### config.mk
export PLATFORM = sky130hd
export DESIGN_NAME = ordered_set_table_core
export DESIGN_NICKNAME = d
export VERILOG_FILES = /design/src/hdl/ost_pkg.sv /design/src/hdl/ost_ram.sv /design/src/hdl/ost_ctrl.sv /design/src/hdl/ordered_set_table_core.sv
export SDC_FILE = /design/constraint.sdc
export NUM_CORES = 2
export LEC_CHECK = 0
export ABC_AREA = 1
export CORE_UTILIZATION = 45
export CTS_CLUSTER_DIAMETER = 80
export DETAILED_ROUTE_END_ITERATION = 12
export DONT_BUFFER_PORTS = 1
export GPL_TIMING_DRIVEN = 1
export PLACE_DENSITY = 0.71
export SETUP_SLACK_MARGIN = 0.02
export SLEW_MARGIN = 20
export SYNTH_ARGS = -nofsm -noshare
export SYNTH_HDL_FRONTEND = slang
export SYNTH_HIERARCHICAL = 1
export SYNTH_SLANG_ARGS = --single-unit
### constraint.sdc
create_clock -name i_clk -period 14 [get_ports i_clk]
set_input_delay 2.8 -clock i_clk [delete_from_list [all_inputs] [get_ports i_clk]]
set_output_delay 2.8 -clock i_clk [all_outputs]
set_load 0.02 [all_outputs]
### src/hdl/ost_pkg.sv
// ----------------------------------------------------------------------------
// Ordered set table package
// Shared sizes, payload types, command codes and status codes.
// ----------------------------------------------------------------------------
package ost_pkg;

    localparam int CAPACITY = 64;
    localparam int ADDR_W   = (CAPACITY > 1) ? $clog2(CAPACITY) : 1;
    localparam int CNT_W    = $clog2(CAPACITY + 1);
    localparam int KEY_W    = 32;
    localparam int OUT_W    = 7;

    localparam logic [1:0] CMD_INSERT = 2'd0;
    localparam logic [1:0] CMD_LOOKUP = 2'd1;
    localparam logic [1:0] CMD_REMOVE = 2'd2;

    typedef enum logic [1:0] {
        ST_OK     = 2'd0,
        ST_DUP    = 2'd1,
        ST_ABSENT = 2'd2,
        ST_FULL   = 2'd3
    } t_status;

    typedef struct packed {
        logic [1:0]              cmd;
        logic signed [KEY_W-1:0] key;
    } t_in_item;

    typedef struct packed {
        logic             found;
        logic [OUT_W-1:0] position;
        t_status          status;
        logic [OUT_W-1:0] element_count;
    } t_out_item;

    typedef struct packed {
        logic              we;
        logic [ADDR_W-1:0] waddr;
        logic [KEY_W-1:0]  wdata;
        logic [ADDR_W-1:0] raddr;
    } t_ram_req;

    function automatic logic [OUT_W-1:0] to_out(input logic [CNT_W-1:0] v);
        logic [CNT_W+OUT_W-1:0] t;
        t = {{OUT_W{1'b0}}, v};
        return t[OUT_W-1:0];
    endfunction

endpackage

### src/hdl/ost_ram.sv
// ----------------------------------------------------------------------------
// Generic single-port-write RAM
// One write port and one read port with registered read data.
// ----------------------------------------------------------------------------
module ost_ram #(
    parameter int WIDTH = 32,
    parameter int DEPTH = 64,
    parameter int AW    = (DEPTH > 1) ? $clog2(DEPTH) : 1
) (
    input  logic             i_clk,
    input  logic             i_we,
    input  logic [AW-1:0]    i_waddr,
    input  logic [WIDTH-1:0] i_wdata,
    input  logic [AW-1:0]    i_raddr,
    output logic [WIDTH-1:0] o_rdata
);

    logic [WIDTH-1:0] r_mem [DEPTH];
    logic [WIDTH-1:0] r_rdata;

    always_ff @(posedge i_clk) begin
        if (i_we) begin
            r_mem[i_waddr] <= i_wdata;
        end
        r_rdata <= r_mem[i_raddr];
    end

    assign o_rdata = r_rdata;

endmodule

### src/hdl/ost_ctrl.sv
// ----------------------------------------------------------------------------
// Ordered set table sequencer
// Scans the entry RAM with one comparator, shifts entries down on a remove,
// and holds the element count and the result register.
// ----------------------------------------------------------------------------
module ost_ctrl (
    input  logic                 i_clk,
    input  logic                 i_rst_n,
    input  logic                 i_in_valid,
    output logic                 o_in_ready,
    input  ost_pkg::t_in_item    i_in_item,
    output logic                 o_out_valid,
    input  logic                 i_out_ready,
    output ost_pkg::t_out_item   o_out_item,
    output ost_pkg::t_ram_req    o_ram_req,
    input  logic [ost_pkg::KEY_W-1:0] i_rdata
);

    import ost_pkg::*;

    typedef enum logic [1:0] {
        S_IDLE,
        S_SCAN,
        S_SHIFT,
        S_FIN
    } t_state;

    t_state           r_state, n_state;
    logic [1:0]       r_cmd, n_cmd;
    logic [KEY_W-1:0] r_key, n_key;
    logic [CNT_W-1:0] r_count, n_count;
    logic [CNT_W-1:0] r_idx, n_idx;
    logic             r_rd_vld, n_rd_vld;
    logic [CNT_W-1:0] r_rd_idx, n_rd_idx;
    logic             r_hit, n_hit;
    logic [CNT_W-1:0] r_hit_idx, n_hit_idx;
    logic             r_out_valid, n_out_valid;
    t_out_item        r_out, n_out;
    t_ram_req         ram_req;
    logic             match;
    logic [CNT_W-1:0] wr_idx;

    assign match  = r_rd_vld && (i_rdata == r_key);
    assign wr_idx = r_rd_idx - 1'b1;

    always_comb begin
        n_state     = r_state;
        n_cmd       = r_cmd;
        n_key       = r_key;
        n_count     = r_count;
        n_idx       = r_idx;
        n_rd_vld    = r_rd_vld;
        n_rd_idx    = r_rd_idx;
        n_hit       = r_hit;
        n_hit_idx   = r_hit_idx;
        n_out_valid = r_out_valid;
        n_out       = r_out;

        ram_req.we    = 1'b0;
        ram_req.waddr = wr_idx[ADDR_W-1:0];
        ram_req.wdata = i_rdata;
        ram_req.raddr = r_idx[ADDR_W-1:0];

        if (r_out_valid && i_out_ready) begin
            n_out_valid = 1'b0;
        end

        unique case (r_state)
            S_IDLE: begin
                if (i_in_valid) begin
                    n_cmd     = i_in_item.cmd;
                    n_key     = i_in_item.key;
                    n_idx     = '0;
                    n_rd_vld  = 1'b0;
                    n_hit     = 1'b0;
                    n_hit_idx = '0;
                    n_state   = S_SCAN;
                end
            end
            S_SCAN: begin
                if (match) begin
                    n_hit     = 1'b1;
                    n_hit_idx = r_rd_idx;
                    n_rd_vld  = 1'b0;
                    if (r_cmd == CMD_REMOVE) begin
                        n_idx   = r_rd_idx + 1'b1;
                        n_state = S_SHIFT;
                    end else begin
                        n_state = S_FIN;
                    end
                end else if (r_idx < r_count) begin
                    n_rd_vld = 1'b1;
                    n_rd_idx = r_idx;
                    n_idx    = r_idx + 1'b1;
                end else if (!r_rd_vld) begin
                    n_state = S_FIN;
                end else begin
                    n_rd_vld = 1'b0;
                end
            end
            S_SHIFT: begin
                if (r_rd_vld) begin
                    ram_req.we = 1'b1;
                end
                if (r_idx < r_count) begin
                    n_rd_vld = 1'b1;
                    n_rd_idx = r_idx;
                    n_idx    = r_idx + 1'b1;
                end else begin
                    n_rd_vld = 1'b0;
                    if (!r_rd_vld) begin
                        n_state = S_FIN;
                    end
                end
            end
            S_FIN: begin
                if (!r_out_valid || i_out_ready) begin
                    n_out_valid    = 1'b1;
                    n_state        = S_IDLE;
                    n_out.found    = r_hit;
                    n_out.position = r_hit ? to_out(CNT_W'(r_hit_idx + 1'b1)) : '0;
                    unique case (r_cmd)
                        CMD_INSERT: begin
                            if (r_hit) begin
                                n_out.status = ST_DUP;
                            end else if (r_count == CNT_W'(CAPACITY)) begin
                                n_out.status = ST_FULL;
                            end else begin
                                ram_req.we    = 1'b1;
                                ram_req.waddr = r_count[ADDR_W-1:0];
                                ram_req.wdata = r_key;
                                n_count       = r_count + 1'b1;
                                n_out.status  = ST_OK;
                            end
                        end
                        CMD_REMOVE: begin
                            if (r_hit) begin
                                n_count      = r_count - 1'b1;
                                n_out.status = ST_OK;
                            end else begin
                                n_out.status = ST_ABSENT;
                            end
                        end
                        default: begin
                            n_out.status = r_hit ? ST_OK : ST_ABSENT;
                        end
                    endcase
                    n_out.element_count = to_out(n_count);
                end
            end
            default: begin
                n_state = S_IDLE;
            end
        endcase
    end

    always_ff @(posedge i_clk) begin
        if (!i_rst_n) begin
            r_state     <= S_IDLE;
            r_count     <= '0;
            r_rd_vld    <= 1'b0;
            r_out_valid <= 1'b0;
        end else begin
            r_state     <= n_state;
            r_count     <= n_count;
            r_rd_vld    <= n_rd_vld;
            r_out_valid <= n_out_valid;
        end
        r_cmd     <= n_cmd;
        r_key     <= n_key;
        r_idx     <= n_idx;
        r_rd_idx  <= n_rd_idx;
        r_hit     <= n_hit;
        r_hit_idx <= n_hit_idx;
        r_out     <= n_out;
    end

    assign o_in_ready  = (r_state == S_IDLE);
    assign o_out_valid = r_out_valid;
    assign o_out_item  = r_out;
    assign o_ram_req   = ram_req;

    a_count_bound: assert property (@(posedge i_clk) disable iff (!i_rst_n)
        r_count <= CNT_W'(CAPACITY))
        else $error("Element count exceeds the table capacity.");

    a_count_at_fin: assert property (@(posedge i_clk) disable iff (!i_rst_n)
        r_state != S_FIN |=> r_count == $past(r_count))
        else $error("Element count changed outside result completion.");

    a_write_phase: assert property (@(posedge i_clk) disable iff (!i_rst_n)
        ram_req.we |-> (r_state == S_SHIFT || r_state == S_FIN))
        else $error("Entry write outside shift or completion.");

    a_shift_range: assert property (@(posedge i_clk) disable iff (!i_rst_n)
        (ram_req.we && r_state == S_SHIFT) |-> (r_rd_idx < r_count && r_rd_idx != '0))
        else $error("Shift writes outside the held entries.");

    a_result_in_fin: assert property (@(posedge i_clk) disable iff (!i_rst_n)
        $rose(r_out_valid) |-> $past(r_state == S_FIN))
        else $error("Result raised outside completion.");

endmodule

### src/hdl/ordered_set_table_core.sv
// ----------------------------------------------------------------------------
// Ordered set table core
// Table of unique signed 32-bit keys in insertion order with insert, lookup
// and remove commands.
// ----------------------------------------------------------------------------
// The input channel carries a command and a key; the output channel returns
// one result per input: found flag, 1-based position, status and the element
// count after the operation. Both channels use valid and ready, and a transfer
// happens when both are high at a rising clock edge.
// The block works on one item at a time. An item is scanned one entry per
// cycle through the read port of the entry RAM against a single comparator.
// A missed key is compared against every held entry before its result is
// raised, and a scan for a key that is found stops at that key.
// A successful remove stops the scan at the key and then moves each later
// entry down by one through the same RAM.
// The block is ready for the next transfer in the same cycle as the result is raised.
// The result sits in an output register, so a new item is taken while a
// result still waits; a stalled receiver holds only the completion of the
// following item. Reset empties the table and drops any pending result.
// ----------------------------------------------------------------------------
module ordered_set_table_core (
    input  logic               i_clk,
    input  logic               i_rst_n,
    input  logic               i_in_valid,
    output logic               o_in_ready,
    input  ost_pkg::t_in_item  i_in_item,
    output logic               o_out_valid,
    input  logic               i_out_ready,
    output ost_pkg::t_out_item o_out_item
);

    import ost_pkg::*;

    t_ram_req         ram_req;
    logic [KEY_W-1:0] ram_rdata;

    ost_ctrl u_ctrl (
        .i_clk       (i_clk),
        .i_rst_n     (i_rst_n),
        .i_in_valid  (i_in_valid),
        .o_in_ready  (o_in_ready),
        .i_in_item   (i_in_item),
        .o_out_valid (o_out_valid),
        .i_out_ready (i_out_ready),
        .o_out_item  (o_out_item),
        .o_ram_req   (ram_req),
        .i_rdata     (ram_rdata)
    );

    ost_ram #(
        .WIDTH (KEY_W),
        .DEPTH (CAPACITY),
        .AW    (ADDR_W)
    ) u_entries (
        .i_clk   (i_clk),
        .i_we    (ram_req.we),
        .i_waddr (ram_req.waddr),
        .i_wdata (ram_req.wdata),
        .i_raddr (ram_req.raddr),
        .o_rdata (ram_rdata)
    );

endmodule

==> impl.org <==
** Run status
- The flow ran to the end, and the final reports show no timing, DRC or antenna violations.

** STA
- The max-slew violation total from the final report was 0.
- Setup repair after global routing missed its margin :: no
- For the pin with the worst max-slew slack, the measured transition is 1.140 ns.
- Worst-case clock skew :: 0.05554 ns
- Highest clock rate :: 0.1565 GHz
- The final-report hold violation count came to 0.
- Final total negative setup slack :: 0 ns
- Measured against its own limit, the worst slew margin works out to 23.74%.
- Setup violations remaining at the end of the flow were counted as 0.
- For the finished layout, the period the worst path requires is 6.391 ns.
- Hold is met by 0.5732 ns.
- Dividing the final minimum period by the clock period gives 45.65%.

** Placed design
- The congestion estimate from routability-driven global placement came to 0.9828.
- Number of input and output port buffers inserted :: 0
- Placed wire-length estimate :: 134.5 mm

** Cells and area
- In the layout the commonest cells are 2486 x nand2_1, 2121 x edfxtp_1, 1932 x nand3_1.
- The library cell used most frequently in the layout, excluding fill and tap cells, is nand2_1.
- Of the cells placed in the final design, the portion with a size suffix greater than 1 is 7.374%.
- Net total in the final layout :: 7480
- Area grow syn2layout :: 11.10%

** Power
- In this run the power density over the cells is 178.7 nW/µm².
- The design draws 0.01757 W.
- Net switching is 32.51% of the power.
- Of the total power, combinational logic draws 22.7%.
- Total net switching power :: 0.005711 W
- Power share of the sequential group :: 46.8%
- Clock network fraction of total power :: 30.5%
- VDD sags by at most 130.9 µV.
- Internal power comes to 0.01186 W.
- Summed over all cells, the static leakage comes to 34.57 nW.

** Drt
- After detailed routing, the met3 layer carries 28.57 mm of wire.
- Final routed wirelength across all metal layers :: 239.0 mm
- After detailed routing, the average wire length per cell comes to 23.38 µm.
- After detailed routing, the met2 layer carries 107.6 mm of wire.
- In this run the remaining antenna-violating nets after routing total 0.
- The detailed router put a total of 94.19 mm of wire on met1.
- The first TritonRoute pass finished after 7 iterations.
- In the routed design, unresolved DRC markers number 0.
- After the first detailed-routing iteration, the DRC count stood at 8606.
- Average vias per placed instance :: 5.777
- Detailed routing inserted a total of 59.06k vias.
- Highest layer used for signal routing :: met5

** Setup path
- Worst endpoint data arrival time :: 6.83 ns
- Counting both buffers and inverters, the worst setup path holds a total of 3.
- The most numerous cell type found on the critical path is nor2_4.
- Stage delay of the slowest cell on the critical path :: 0.82 ns
- STA classifies the critical path endpoint as a flip-flop.
- The setup path with the least slack is of type in -> reg.
- Worst Path Max Fanout :: 32
- For the worst setup path, the data required time is 14.43 ns.
- Broken down by cell family, the worst path's largest delay share belongs to simple AND/OR/NAND/NOR gates.
- Crit path max-delay cell type :: nor2_4
- CP startpoint kind :: input pin
- Traced cell by cell, the critical path runs through nor2_1, nor2_4, nand3_2, nor2_4, buf_4, inv_2, o21ai_0, nand4_1, buf_4, nor2_4.

** Floorplanning
- Die height :: 445.4 µm
- The core region is 195200 µm².
- In this run the core area contains 162 standard-cell rows.
- For this configuration, the core starts out at a cell density of 45.32%.
- Die footprint :: 198400 µm²
- 57 I/O pins were placed.
- The die is 445.4 µm wide.

** Synthesis
- Most common flop cell mapped by yosys :: edfxtp_1
- Counting distinct cell types in the post-synthesis netlist gives 42.
- The portion of synthesized area spent on multiplexers is 0%.
- Share of synthesized area occupied by flip-flops and latches :: 72.97%
- Simple-gate area share of the yosys netlist :: 22.57%
- The synthesized netlist devotes 0.2376% of its cell area to XOR and XNOR gates.
- Post-synthesis adder-cell area fraction :: 0.2404%
- FFs w/ async S/R, synth :: 0%
- Post-synthesis average cell area :: 11.73 µm²
- Leading post-synthesis cells by cell area :: edfxtp_1 72%, nand3_1 11%, nand2_1 11%
- Share of the synthesized area in compound gates (AO/OA/AOI/OAI) :: 0.6449%
- Largest family of logic cells by synthesized area :: simple AND/OR/NAND/NOR gates
- During synthesis, Yosys emitted a total of 6 warnings.
- Net count of the mapped netlist :: 7600
- Area leader, netlist :: edfxtp_1
- Area share of the largest cell type after synthesis :: 71.99%
- In this run, synthesis inferred 2121 flip-flops with an integrated enable.
- Number of synthesized register bits :: 2164
- Netlist area before placement :: 88470 µm²
- The cell count after synthesis came out at 7545.

** Global routing
- Pin count of the biggest net entering global routing :: 181
- Via count of the first global-routing pass :: 55.01k
- The first global-routing pass estimated 351.2 mm of wire.
- For this run, the total global-route usage over all layers was measured as 23.62%.
- Gr ovfl total :: 0
- Antenna violations before repair :: 4

** Clock network
- Clock insertion delay at the later pin of the skew report :: 0.86 ns
- Clock-pin slew was measured on the worst setup and hold paths at 0.06 ns.
- TritonCTS built the clock tree.
- Clock tree synthesis selected as its root buffer the cell clkbuf_16.
- The longest clock path from root to sink contains 3 buffers.
- Level count of the clock H-tree :: 4
- Post-CTS timing repair inserted 0 buffers for setup.
- Count of cells resized by post-cts repair :: 0
- Total clock buffers created by CTS :: 208
- Clock tree synthesis found a total of 2164 sinks.
- After clock tree synthesis, the flow added hold-fix buffers numbering 0.

** Worst hold path
- The worst hold path belongs to the class reg -> reg.

** Run
- Max-cap violations in this run came to 0.
## sequential cells by signal, summed over array words and instances, names as in the netlist
register and cells:
u_ctrl/r_key 32, u_ctrl/r_rd_idx 7, u_ctrl/r_cmd 2, u_ctrl/r_hit 1
u_ctrl/r_count 7, u_ctrl/o_out_item 17, u_ctrl/r_rd_vld 1, u_ctrl/r_state 2
u_ctrl/r_idx 7, u_entries/o_rdata 32, u_ctrl/o_out_valid 1, u_entries/r_mem 2048
u_ctrl/r_hit_idx 7
## synthesized netlist by cell type (2+ instances only)
master    count
nand4_1      24
nand3_1    1932
buf_2       287
inv_2        15
nor2_4        3
nand3_2       2
clkbuf_1     80
o21ai_2       4
nand2_1    2489
buf_1        40
buf_6         7
buf_4        53
ha_1         17
nand2_2       7
nor2_1      133
nor3_1        5
o22ai_2       4
nand3b_1      3
inv_1       134
xnor2_1      10
nor2_2        5
o21ai_1      35
and2_1        3
nor4_1        9
dfxtp_1      43
a21oi_1      30
o21ai_0      22
edfxtp_1   2121
buf_8         2
xor2_1       14
## worst paths after layout
path,slack [ns],end,cells after the start,from
worst min register to register,0.57,u_ctrl/r_hit_idx[6],2,u_ctrl/r_rd_idx[6]
worst max register to register,8.93,u_entries/r_mem[22][8],11,u_ctrl/r_state[1]
worst max-delay path,7.61,u_entries/r_mem[22][8],10,i_out_ready
worst min-delay path,0.57,u_ctrl/r_hit_idx[6],2,u_ctrl/r_rd_idx[6]
## power groups by stage
stage	combinational, W	sequential (W)	clock, W
6_report	0.00399	0.00822	0.00536
3_3_place_gp	0.00376	0.00834	0
2_1_floorplan	0.00223	0.00836	0
3_5_place_dp	0.00388	0.00835	0
5_1_grt	0.00425	0.00822	0.00565
4_1_cts	0.00389	0.00821	0.00541
## per-layer routing
layer	vias up	track usage, %
li1	26340	-
met1	28630	33.51
met2	3670	35.71
met3	417	4.939
met4	2	9.180
met5	-	0
## logic make-up after synthesis
family,Yosys count
adders and majority gates,17
buffers and inverters,619
and+or+nand+nor,4620
DFF,2164
AOI/OAI and AO/OA,101
xor gates and xnor gates,24
## layout make-up
type                    instances  area [µm²]
fillers                     16090       96910
flip-flops and latches       2164       64550
clock inverters               123        1100
multi-input cells            4762       21760
well taps                    2624        3283
clock buffers                 256        5415
repair buffers                139        1563
inverters                     150       599.3
diodes                          5       12.51
## stage by stage
stage	cells	setup slack (ns)	cell area (µm²)	utilization, %
2_1_floorplan	7545	5.937	88470	-
3_5_place_dp	9820	6.783	91340	46.79
3_3_place_gp	9809	6.809	91080	46.66
4_1_cts	10200	7.634	97850	50.13
5_1_grt	10220	7.417	98280	50.35
6_report	10220	7.609	98290	50.35
## worst min-delay path, stage by stage (launching register included)
cell and delay, ns:
edfxtp_1 0.37, nand2_1 0.06, inv_1 0.04
(Power assumes the default switching activity.)
